===== config.mk =====
export PLATFORM = sky130hd
export DESIGN_NAME = nmea_sentence_checker_splitter
export DESIGN_NICKNAME = d
export VERILOG_FILES = /design/src/hw/rtl/nmea_pkg.sv /design/src/hw/rtl/nmea_sentence_checker_splitter.sv
export SDC_FILE = /design/constraint.sdc
export NUM_CORES = 1
export LEC_CHECK = 0
export BUFFER_PORTS_ARGS = -buffer_cell sky130_fd_sc_hd__buf_2
export CAP_MARGIN = 0
export CELL_PAD_IN_SITES_DETAIL_PLACEMENT = 0
export CELL_PAD_IN_SITES_GLOBAL_PLACEMENT = 1
export CORE_UTILIZATION = 40
export DETAILED_ROUTE_END_ITERATION = 6
export GPL_TIMING_DRIVEN = 1
export PLACE_DENSITY_LB_ADDON = 0.1
export SLEW_MARGIN = 40
export SYNTH_ARGS = -nofsm -noshare
export SYNTH_HDL_FRONTEND = slang
export SYNTH_SLANG_ARGS = --single-unit

===== constraint.sdc =====
create_clock -name clk -period 2.57 [get_ports clk]
set_input_delay 0.1285 -clock clk [delete_from_list [all_inputs] [get_ports clk]]
set_output_delay 0.1285 -clock clk [all_outputs]
set_load 0.02 [all_outputs]

===== src/hw/rtl/nmea_pkg.sv =====
// shared types, codes and helpers for the nmea sentence checker and splitter
package nmea_pkg;

    localparam logic [7:0] CHAR_DOLLAR = 8'h24;
    localparam logic [7:0] CHAR_STAR   = 8'h2A;
    localparam logic [7:0] CHAR_COMMA  = 8'h2C;
    localparam logic [1:0] ADDR_FULL   = 2'd3;

    typedef enum logic [2:0] {
        PH_IDLE = 3'd0,
        PH_SKIP = 3'd1,
        PH_BODY = 3'd2,
        PH_CK0  = 3'd3,
        PH_CK1  = 3'd4,
        PH_CK2  = 3'd5,
        PH_BAD  = 3'd6
    } phase_t;

    typedef enum logic [2:0] {
        ERR_NONE      = 3'd0,
        ERR_NO_DOLLAR = 3'd1,
        ERR_TOO_LONG  = 3'd2,
        ERR_NO_STAR   = 3'd3,
        ERR_CK_FORMAT = 3'd4,
        ERR_MISMATCH  = 3'd5,
        ERR_SHORT_ADR = 3'd6
    } err_t;

    typedef struct packed {
        logic       ok;
        logic [3:0] value;
    } nibble_t;

    // ascii hex digit, either case
    function automatic nibble_t hex_nibble(input logic [7:0] c);
        nibble_t r;
        r.ok    = 1'b1;
        r.value = 4'd0;
        if (c >= 8'h30 && c <= 8'h39) begin
            r.value = 4'(c - 8'h30);
        end
        else if (c >= 8'h61 && c <= 8'h66) begin
            r.value = 4'(c - 8'h57);
        end
        else if (c >= 8'h41 && c <= 8'h46) begin
            r.value = 4'(c - 8'h37);
        end
        else begin
            r.ok = 1'b0;
        end
        return r;
    endfunction

endpackage


===== src/hw/rtl/nmea_sentence_checker_splitter.sv =====
// NMEA sentence checker and field splitter, one character per request.
// Each accepted input character yields exactly one registered result: the
// parse state is updated and the result is formed in the same cycle, straight
// into an output register. A new character is taken every cycle as long as the
// output register is empty or being drained, so the sustained rate is one
// character per clock; the output register alone sets that figure. Body bytes
// between '$' and '*' come out as payload tagged with their field index before
// the verdict; the result for the final character (tlast) carries the verdict,
// error code and, for a good line, field count and last three address characters.
module nmea_sentence_checker_splitter
    import nmea_pkg::*;
#(
    parameter int LINE_LIMIT = 128,
    parameter int MAX_FIELDS = 32
)
(
    input  logic        clk,
    input  logic        rst_n,
    input  logic        s_axis_tvalid,
    output logic        s_axis_tready,
    input  logic [7:0]  s_axis_tdata,   // char_byte
    input  logic        s_axis_tlast,   // is_last
    output logic        m_axis_tvalid,
    input  logic        m_axis_tready,
    // payload_byte[7:0], field_index[12:8], line_ok[13], error_code[16:14],
    // field_count[22:17], sentence_type[46:23], zero pad [47]
    output logic [47:0] m_axis_tdata,
    output logic [1:0]  m_axis_tuser,   // payload_valid[0], separator[1]
    output logic        m_axis_tlast    // line_done
);

    localparam int         FIELD_LIMIT = (MAX_FIELDS > 32) ? 32 : MAX_FIELDS;
    localparam logic [5:0] FIELD_LIM6  = 6'(FIELD_LIMIT);
    localparam logic [7:0] LINE_LIM8   = 8'(LINE_LIMIT);

    phase_t      phase_reg, phase_next;
    logic [7:0]  xor_reg, xor_next;
    logic [7:0]  len_reg, len_next;
    logic [4:0]  field_reg, field_next;
    logic [1:0]  addr_len_reg, addr_len_next;
    logic [23:0] type_reg, type_next;
    logic [7:0]  sum_reg, sum_next;
    err_t        first_err_reg, first_err_next;

    logic        out_valid_reg, out_valid_next;
    logic [47:0] out_data_reg, out_data_next;
    logic [1:0]  out_user_reg, out_user_next;
    logic        out_last_reg, out_last_next;

    logic        accept;
    logic [7:0]  c;
    logic [7:0]  len_inc;
    nibble_t     nib;
    logic        pay_valid;
    logic        sep;
    logic [4:0]  pay_field;
    phase_t      ph_after;
    logic [7:0]  xor_after;
    logic [7:0]  sum_after;
    logic [4:0]  field_after;
    logic [1:0]  addr_after;
    logic [23:0] type_after;
    err_t        ferr_after;
    err_t        verdict;
    logic        ok;
    logic [5:0]  count;
    logic [23:0] stype;

    assign s_axis_tready = !out_valid_reg || m_axis_tready;
    assign accept        = s_axis_tvalid && s_axis_tready;
    assign c             = s_axis_tdata;
    assign len_inc       = (len_reg != 8'hFF) ? len_reg + 8'd1 : len_reg;
    assign nib           = hex_nibble(c);

    // parse step for one character
    always_comb
    begin
        ph_after    = phase_reg;
        xor_after   = xor_reg;
        sum_after   = sum_reg;
        field_after = field_reg;
        addr_after  = addr_len_reg;
        type_after  = type_reg;
        ferr_after  = first_err_reg;
        pay_valid   = 1'b0;
        sep         = 1'b0;
        pay_field   = 5'd0;
        case (phase_reg)
            PH_IDLE:
            begin
                if (c == CHAR_DOLLAR) begin
                    ph_after = PH_BODY;
                end
                else begin
                    ph_after   = PH_SKIP;
                    ferr_after = ERR_NO_DOLLAR;
                end
            end
            PH_BODY:
            begin
                if (c == CHAR_STAR) begin
                    ph_after = PH_CK0;
                end
                else begin
                    xor_after = xor_reg ^ c;
                    pay_valid = 1'b1;
                    pay_field = field_reg;
                    if (c == CHAR_COMMA && ({1'b0, field_reg} + 6'd1) < FIELD_LIM6) begin
                        sep         = 1'b1;
                        field_after = field_reg + 5'd1;
                    end
                    else if (field_reg == 5'd0) begin
                        if (addr_len_reg != ADDR_FULL) begin
                            addr_after = addr_len_reg + 2'd1;
                        end
                        type_after = {type_reg[15:0], c};
                    end
                end
            end
            PH_CK0:
            begin
                if (nib.ok) begin
                    sum_after = {nib.value, 4'd0};
                    ph_after  = PH_CK1;
                end
                else begin
                    ph_after   = PH_BAD;
                    ferr_after = ERR_CK_FORMAT;
                end
            end
            PH_CK1:
            begin
                if (nib.ok) begin
                    sum_after = {sum_reg[7:4], nib.value};
                    ph_after  = PH_CK2;
                end
                else begin
                    ph_after   = PH_BAD;
                    ferr_after = ERR_CK_FORMAT;
                end
            end
            PH_CK2:
            begin
                ph_after   = PH_BAD;
                ferr_after = ERR_CK_FORMAT;
            end
            default:
            begin
            end
        endcase
    end

    // verdict, lowest failing code wins
    always_comb
    begin
        if (ferr_after == ERR_NO_DOLLAR) begin
            verdict = ERR_NO_DOLLAR;
        end
        else if (len_inc >= LINE_LIM8) begin
            verdict = ERR_TOO_LONG;
        end
        else if (ph_after == PH_BODY) begin
            verdict = ERR_NO_STAR;
        end
        else if (ph_after != PH_CK2) begin
            verdict = ERR_CK_FORMAT;
        end
        else if (xor_after != sum_after) begin
            verdict = ERR_MISMATCH;
        end
        else if (addr_after != ADDR_FULL) begin
            verdict = ERR_SHORT_ADR;
        end
        else begin
            verdict = ERR_NONE;
        end
        ok    = s_axis_tlast && (verdict == ERR_NONE);
        count = ok ? ({1'b0, field_after} + 6'd1) : 6'd0;
        stype = ok ? type_after : 24'd0;
    end

    // state update, cleared after the final character
    always_comb
    begin
        phase_next     = phase_reg;
        xor_next       = xor_reg;
        len_next       = len_reg;
        field_next     = field_reg;
        addr_len_next  = addr_len_reg;
        type_next      = type_reg;
        sum_next       = sum_reg;
        first_err_next = first_err_reg;
        if (accept) begin
            if (s_axis_tlast) begin
                phase_next     = PH_IDLE;
                xor_next       = 8'd0;
                len_next       = 8'd0;
                field_next     = 5'd0;
                addr_len_next  = 2'd0;
                type_next      = 24'd0;
                sum_next       = 8'd0;
                first_err_next = ERR_NONE;
            end
            else begin
                phase_next     = ph_after;
                xor_next       = xor_after;
                len_next       = len_inc;
                field_next     = field_after;
                addr_len_next  = addr_after;
                type_next      = type_after;
                sum_next       = sum_after;
                first_err_next = ferr_after;
            end
        end
    end

    // output register
    always_comb
    begin
        out_valid_next = out_valid_reg;
        out_data_next  = out_data_reg;
        out_user_next  = out_user_reg;
        out_last_next  = out_last_reg;
        if (accept) begin
            out_valid_next = 1'b1;
            out_data_next  = {1'b0, stype, count,
                              s_axis_tlast ? verdict : ERR_NONE,
                              ok, pay_field, pay_valid ? c : 8'd0};
            out_user_next  = {sep, pay_valid};
            out_last_next  = s_axis_tlast;
        end
        else if (m_axis_tready) begin
            out_valid_next = 1'b0;
        end
    end

    always_ff @(posedge clk or negedge rst_n)
    begin
        if (!rst_n) begin
            phase_reg     <= PH_IDLE;
            xor_reg       <= 8'd0;
            len_reg       <= 8'd0;
            field_reg     <= 5'd0;
            addr_len_reg  <= 2'd0;
            type_reg      <= 24'd0;
            sum_reg       <= 8'd0;
            first_err_reg <= ERR_NONE;
            out_valid_reg <= 1'b0;
        end
        else begin
            phase_reg     <= phase_next;
            xor_reg       <= xor_next;
            len_reg       <= len_next;
            field_reg     <= field_next;
            addr_len_reg  <= addr_len_next;
            type_reg      <= type_next;
            sum_reg       <= sum_next;
            first_err_reg <= first_err_next;
            out_valid_reg <= out_valid_next;
        end
    end

    always_ff @(posedge clk)
    begin
        out_data_reg <= out_data_next;
        out_user_reg <= out_user_next;
        out_last_reg <= out_last_next;
    end

    assign m_axis_tvalid = out_valid_reg;
    assign m_axis_tdata  = out_data_reg;
    assign m_axis_tuser  = out_user_reg;
    assign m_axis_tlast  = out_last_reg;

endmodule


# Word level (Yosys, flattened, before mapping)
# Cells that the tools add are included.
totals:
  wordCells: 114
  register_bits: 112
  input_bits: 13
op_classes:
  n_bitwise: 2
  order_cmp: 8
  reduce_logical: 14
  eq_ne: 14
  add_sub_neg: 8
  n_mux: 51
ops:
  columns: ["op", "count"]
  rows:
  - ["24-bit 2-to-1 mux", 5]
  - ["8-bit 2-to-1 mux", 7]
  - ["3-bit 2-to-1 mux", 11]
  - ["8-bit by 6-bit == test with 1-bit output (second input constant)", 3]
  - ["5-bit 2-to-1 mux", 4]
  - ["2-bit 2-to-1 mux", 9]
  - ["8-bit by 7-bit >= comparator with 1-bit output (second input constant)", 2]
  - ["8-bit by 7-bit less-or-equal comparator with 1-bit output (second input constant)", 2]
  - ["4-bit 2-to-1 mux", 4]
  - ["8-bit one-hot mux with 2 select lines", 1]
  - ["3-bit one-hot mux with 5 select lines", 1]
  - ["5-bit by 1-bit adder with 6-bit output (second input constant)", 2]
  - ["3-bit by 2-bit == test with 1-bit output (second input constant)", 3]
  - ["3-bit one-hot mux with 3 select lines", 1]
  - ["8-bit by 1-bit adder with 8-bit output (second input constant)", 1]
  - ["8-bit by 6-bit >= comparator with 1-bit output (second input constant)", 1]
  - ["8-bit >= comparator (second input constant)", 1]
  - ["8-bit by 6-bit less-or-equal comparator with 1-bit output (second input constant)", 1]
  - ["1-bit 2-to-1 mux", 8]
  - ["8-bit inequality test", 1]
  - ["8-bit inequality test (second input constant)", 1]
  - ["4-bit by 3-bit subtractor with 4-bit output (second input constant)", 2]
  - ["8-bit bitwise XOR", 1]
  - ["3-bit == test (second input constant)", 2]
  - ["15 further kinds", 23]

# Logic depth before layout (Yosys ltp)
logic_depth:
  ltp_word: 15
  depth_mapped: 13
  mapped_depth_nobuf: 12

# Worst setup path after synthesis
# No wires, ideal clock.
synth_timing:
  kind: "register to register"
  startpoint: "register out_valid_reg, in the netlist m_axis_tvalid"
  endpoint: "register addr_len_reg[0]"
  arrival_time_ps: 3023
  synth_period_minus_slack_ps: 3143
  path_slack_ps: -573
  setup_time_ps: 119
  t_required_ps: 2451
  stages_incl_launch_ff: 7
  path_buffers: 1
  path_cell_list: "dfrtp_1 -> nand2b_1 -> nand2_1 -> clkinv_1 -> clkbuf_1 -> o21ai_0 -> o21a_1"
synth_between:
  elab_chain_len: 3
synth_lines:
  columns: ["item", "line_no", "rtl"]
  rows:
  - ["start, declared", "nmea_sentence_checker_splitter.sv:45", "logic out_valid_reg, out_valid_next;"]
  - ["start signal, assigned", "nmea_sentence_checker_splitter.sv:259", "out_valid_reg <= out_valid_next;"]
  - ["1-bit logical NOT", "nmea_sentence_checker_splitter.sv:69", "assign s_axis_tready = !out_valid_reg || m_axis_tready;"]
  - ["1-bit logical OR", "nmea_sentence_checker_splitter.sv:69", null]
  - ["named net s_axis_tready", "nmea_sentence_checker_splitter.sv:20", "output logic s_axis_tready,"]
  - ["1-bit logical AND", "nmea_sentence_checker_splitter.sv:70", "assign accept = s_axis_tvalid && s_axis_tready;"]
  - ["named net accept", "nmea_sentence_checker_splitter.sv:50", "logic accept;"]
  - ["end signal, assigned", "nmea_sentence_checker_splitter.sv:255", "addr_len_reg <= addr_len_next;"]
  - ["end, declared", "nmea_sentence_checker_splitter.sv:40", "logic [1:0] addr_len_reg, addr_len_next;"]
# The timed path passes the listed nets, and every way through them passes these cells.
# A chain may end at the register's enable or synchronous reset.

# Worst setup path after layout
layout_timing:
  startpoint: "register phase_reg[2]"
  endpoint: "register out_data_reg[26], in the netlist m_axis_tdata[26] (data pin)"
layout_between:
  elab_chain_len: 11
layout_lines:
  columns: ["item", "line_no", "rtl"]
  rows:
  - ["start, declared", "nmea_sentence_checker_splitter.sv:36", "phase_t phase_reg, phase_next;"]
  - ["start signal, assigned", "nmea_sentence_checker_splitter.sv:251", "phase_reg <= phase_next;"]
  - ["parallel branches: the longest is 11 deep, another holds 8-bit one-hot mux with 2 select lines", null, null]
  - ["end signal, assigned", "nmea_sentence_checker_splitter.sv:265", "out_data_reg <= out_data_next;"]
  - ["end, declared", "nmea_sentence_checker_splitter.sv:46", "logic [47:0] out_data_reg, out_data_next;"]
# Several ways; the timed one is not identified.

==> results.sh <==
export IMPL_outcome="finished with violations"
export IMPL_violations="negative setup slack"
export IMPL_syn_nets=561
export IMPL_gp_congestion=0.872
export IMPL_die_area_um2=15300
export IMPL_ys_flop_type="dfrtp_1"
export IMPL_skew_ns=0.00972
export IMPL_wl_mm=15.7
export IMPL_cap_violations=0
export IMPL_syn_area_um2=5910
export IMPL_dp_slack_ns=-0.485
export IMPL_worst_hold_slack_ns=0.0671
export IMPL_largest_register_ffs=47
export IMPL_grt_ovfl_total=0
export IMPL_cp_start_kind="register"
export IMPL_worstHoldStart="m_axis_tready"
export IMPL_clkSlewWorstSetupHoldPaths_ns=0.07
export IMPL_arrival_ns=3.10
export IMPL_drtIter0Drc=295
export IMPL_rows=44
export IMPL_hold_path_class="input pin to register"
export IMPL_rr_endpoint="m_axis_tdata[26]"
export IMPL_cts_sinks=112
export IMPL_syn_to_final_growth_pct=32.8
export IMPL_fmax_mhz=345
export IMPL_postPlaceCellArea_um2=7270
export IMPL_async_reset_ff_frac=0.554
export IMPL_clock_latency_ns=0.36
export IMPL_core_region_area_um2=14500
export IMPL_wl_per_cell_um=17.7
export IMPL_setup_tns_ns=-9.47
export IMPL_power_density_nw_per_um2=669
export IMPL_synth_common_cells="dfrtp_1, edfxtp_1, nand2_1"
export IMPL_cts_buffers=9
export IMPL_drive_gt1_frac=0.378
export IMPL_grt_pass1_wl_mm=24.8
export IMPL_fin_cells=888
export IMPL_synthCells=539
export IMPL_antenna_found_initial=0
export IMPL_hold_violations=0
export IMPL_cts_root_buf="clkbuf_16"
export IMPL_critPathKind="register to register"
export IMPL_n_antenna_cell=0
export IMPL_path_max_fanout=5
export IMPL_critPathRequiredTime_ns=2.77
export IMPL_synth_area_top_cells="dfrtp_1, edfxtp_1, nor3_2"
export IMPL_avgSynthCellArea_um2=11.0
export IMPL_cp_end_kind="register"
export IMPL_fin_nets=721
export IMPL_antenna_left=0
export IMPL_drv_slew=0
export IMPL_viasPerCell=5.42
export IMPL_cts_buffer_depth=2
export IMPL_synth_yosys_seq_area_share=0.516
export IMPL_multi_input_area_um2=2820
export IMPL_synthDistinctLibCells=70
export IMPL_hold_path_depth=3
export IMPL_yosysWarnings=0
export IMPL_r2r_slack_ns=-0.33
export IMPL_final_min_clock_period_ns=2.90
export IMPL_cts_tree="built"
export IMPL_rsz0062_at_grt="true"
export IMPL_vdd_drop_max_v=0.000322
export IMPL_first_pass_iters=7
export IMPL_dp_cells=858
export IMPL_ys_ff_latch=112
export IMPL_ff_latch_area_um2=3050
export IMPL_cts_htree_levels=3
export IMPL_vias=4813
export IMPL_design_area_um2=7850
export IMPL_die_w_um=124
export IMPL_yosys_cell_count_top_type="dfrtp_1"
export IMPL_post_synth_top_area_cell="dfrtp_1"
export IMPL_worst_pin_slew_ns=0.679
export IMPL_slew_headroom=0.547
export IMPL_start_util=0.408
export IMPL_synth_top_area_frac=0.262
export IMPL_finalCritPeriodShare=1.13
export IMPL_final_setup_worst_slack_ns=-0.330
export IMPL_ff2ff_path_depth=11
export IMPL_dieHeight_um=124
export IMPL_hpwl_mm=11.2
export IMPL_r2r_start="phase_reg[2]"
export IMPL_p_leak_nw=3.28
export IMPL_setup_viol=34
export IMPL_fillCellCount=1303
export IMPL_track_usage=0.216
export IMPL_grt_pass1_vias=4504
export IMPL_pin_count=66
export IMPL_synth_edf_count=50
export IMPL_portBuffers=64
export IMPL_min_to="m_axis_tvalid"
export IMPL_drc_errors=0
export IMPL_grt_max_degree=42
## worst max-delay path by stage
stage | from | end | slack, ns | depth (start not counted)
3_5_place_dp | s_axis_tdata[1] | m_axis_tdata[26] | -0.48 | 14
2_1_floorplan | s_axis_tdata[7] | m_axis_tdata[34] | 0.0003 | 10
3_3_place_gp | s_axis_tdata[1] | m_axis_tdata[26] | -0.44 | 14
4_1_cts | phase_reg[2] | m_axis_tdata[34] | -0.29 | 11
6_report | phase_reg[2] | m_axis_tdata[26] | -0.33 | 11
5_1_grt | phase_reg[2] | m_axis_tdata[26] | -0.44 | 13
## power breakdown
group          internal, W  switching, W
Sequential         0.00204      0.000132
Combinational     0.000723      0.000928
Clock             0.000714      0.000716
Total              0.00348       0.00178
## placed cells by master, fill, tap and decap left out, types with 8 or more instances in the layout
master	Yosys	routed
xnor2_1	17	17
ha_1	9	8
buf_4	1	103
mux2i_1	24	23
nand2_1	42	40
dfrtp_1	62	61
clkbuf_16	0	9
a21oi_1	29	27
nor2_1	31	29
a22o_1	24	24
nor3_2	30	24
buf_2	5	64
o31ai_1	12	12
edfxtp_1	50	50
inv_1	21	20
o21ai_0	35	34
## routing by layer
layer | wire length (um) | GRT usage
met1 | 7480 | 0.310
met2 | 7490 | 0.341
met3 | 548 | 0.0224
met4 | 229 | 0.0708
met5 | 0 | 0
## per-stage QoR
step | util | total power [W]
after floorplan | - | 0.00310
final | 0.542 | 0.00526
after global placement | 0.502 | 0.00375
after detailed placement | 0.502 | 0.00376
after CTS | 0.534 | 0.00521
after global routing | 0.542 | 0.00551
## final cells by class
| cell class | count | area share |
|---|---|---|
| flip-flops and latches | 112 | 0.389 |
| repair buffers | 183 | 0.174 |
| clock buffers | 12 | 0.0314 |
| inverters | 23 | 0.0110 |
| clock inverters | 4 | 0.00605 |
| multi-input cells | 370 | 0.359 |
| well taps | 184 | 0.0293 |
## critical path: stages (launching register included)
cell      delay [ns]
dfrtp_1         0.38
nand3b_1        0.20
buf_4           0.19
a211o_1         0.28
a221oi_2        0.30
xnor2_1         0.17
o311ai_2        0.15
nor4_4          0.41
nand4_4         0.17
buf_4           0.19
buf_12          0.14
nor3_4          0.17
## logic make-up after synthesis
logic type               share of synthesized area
adder cells (fa/ha/maj)                     0.0190
AND/OR/NAND/NOR                              0.170
buffers and inverters                       0.0417
flip-flops                                   0.516
multiplexers                                0.0444
AO/OA/AOI/OAI                                0.171
other                                     0.000634
XOR/XNOR                                    0.0370
## timing repair
action                                  CTS  global route
gates resized for setup                  15            14
cloned                                    2             0
endpoints found under the setup margin   58            61
hold buffers                              2             0
setup buffers                             4             6
endpoints found under the hold margin    27             0
pin swaps                                 9             6
No activity file was read; power rests on OpenSTA's default activity.
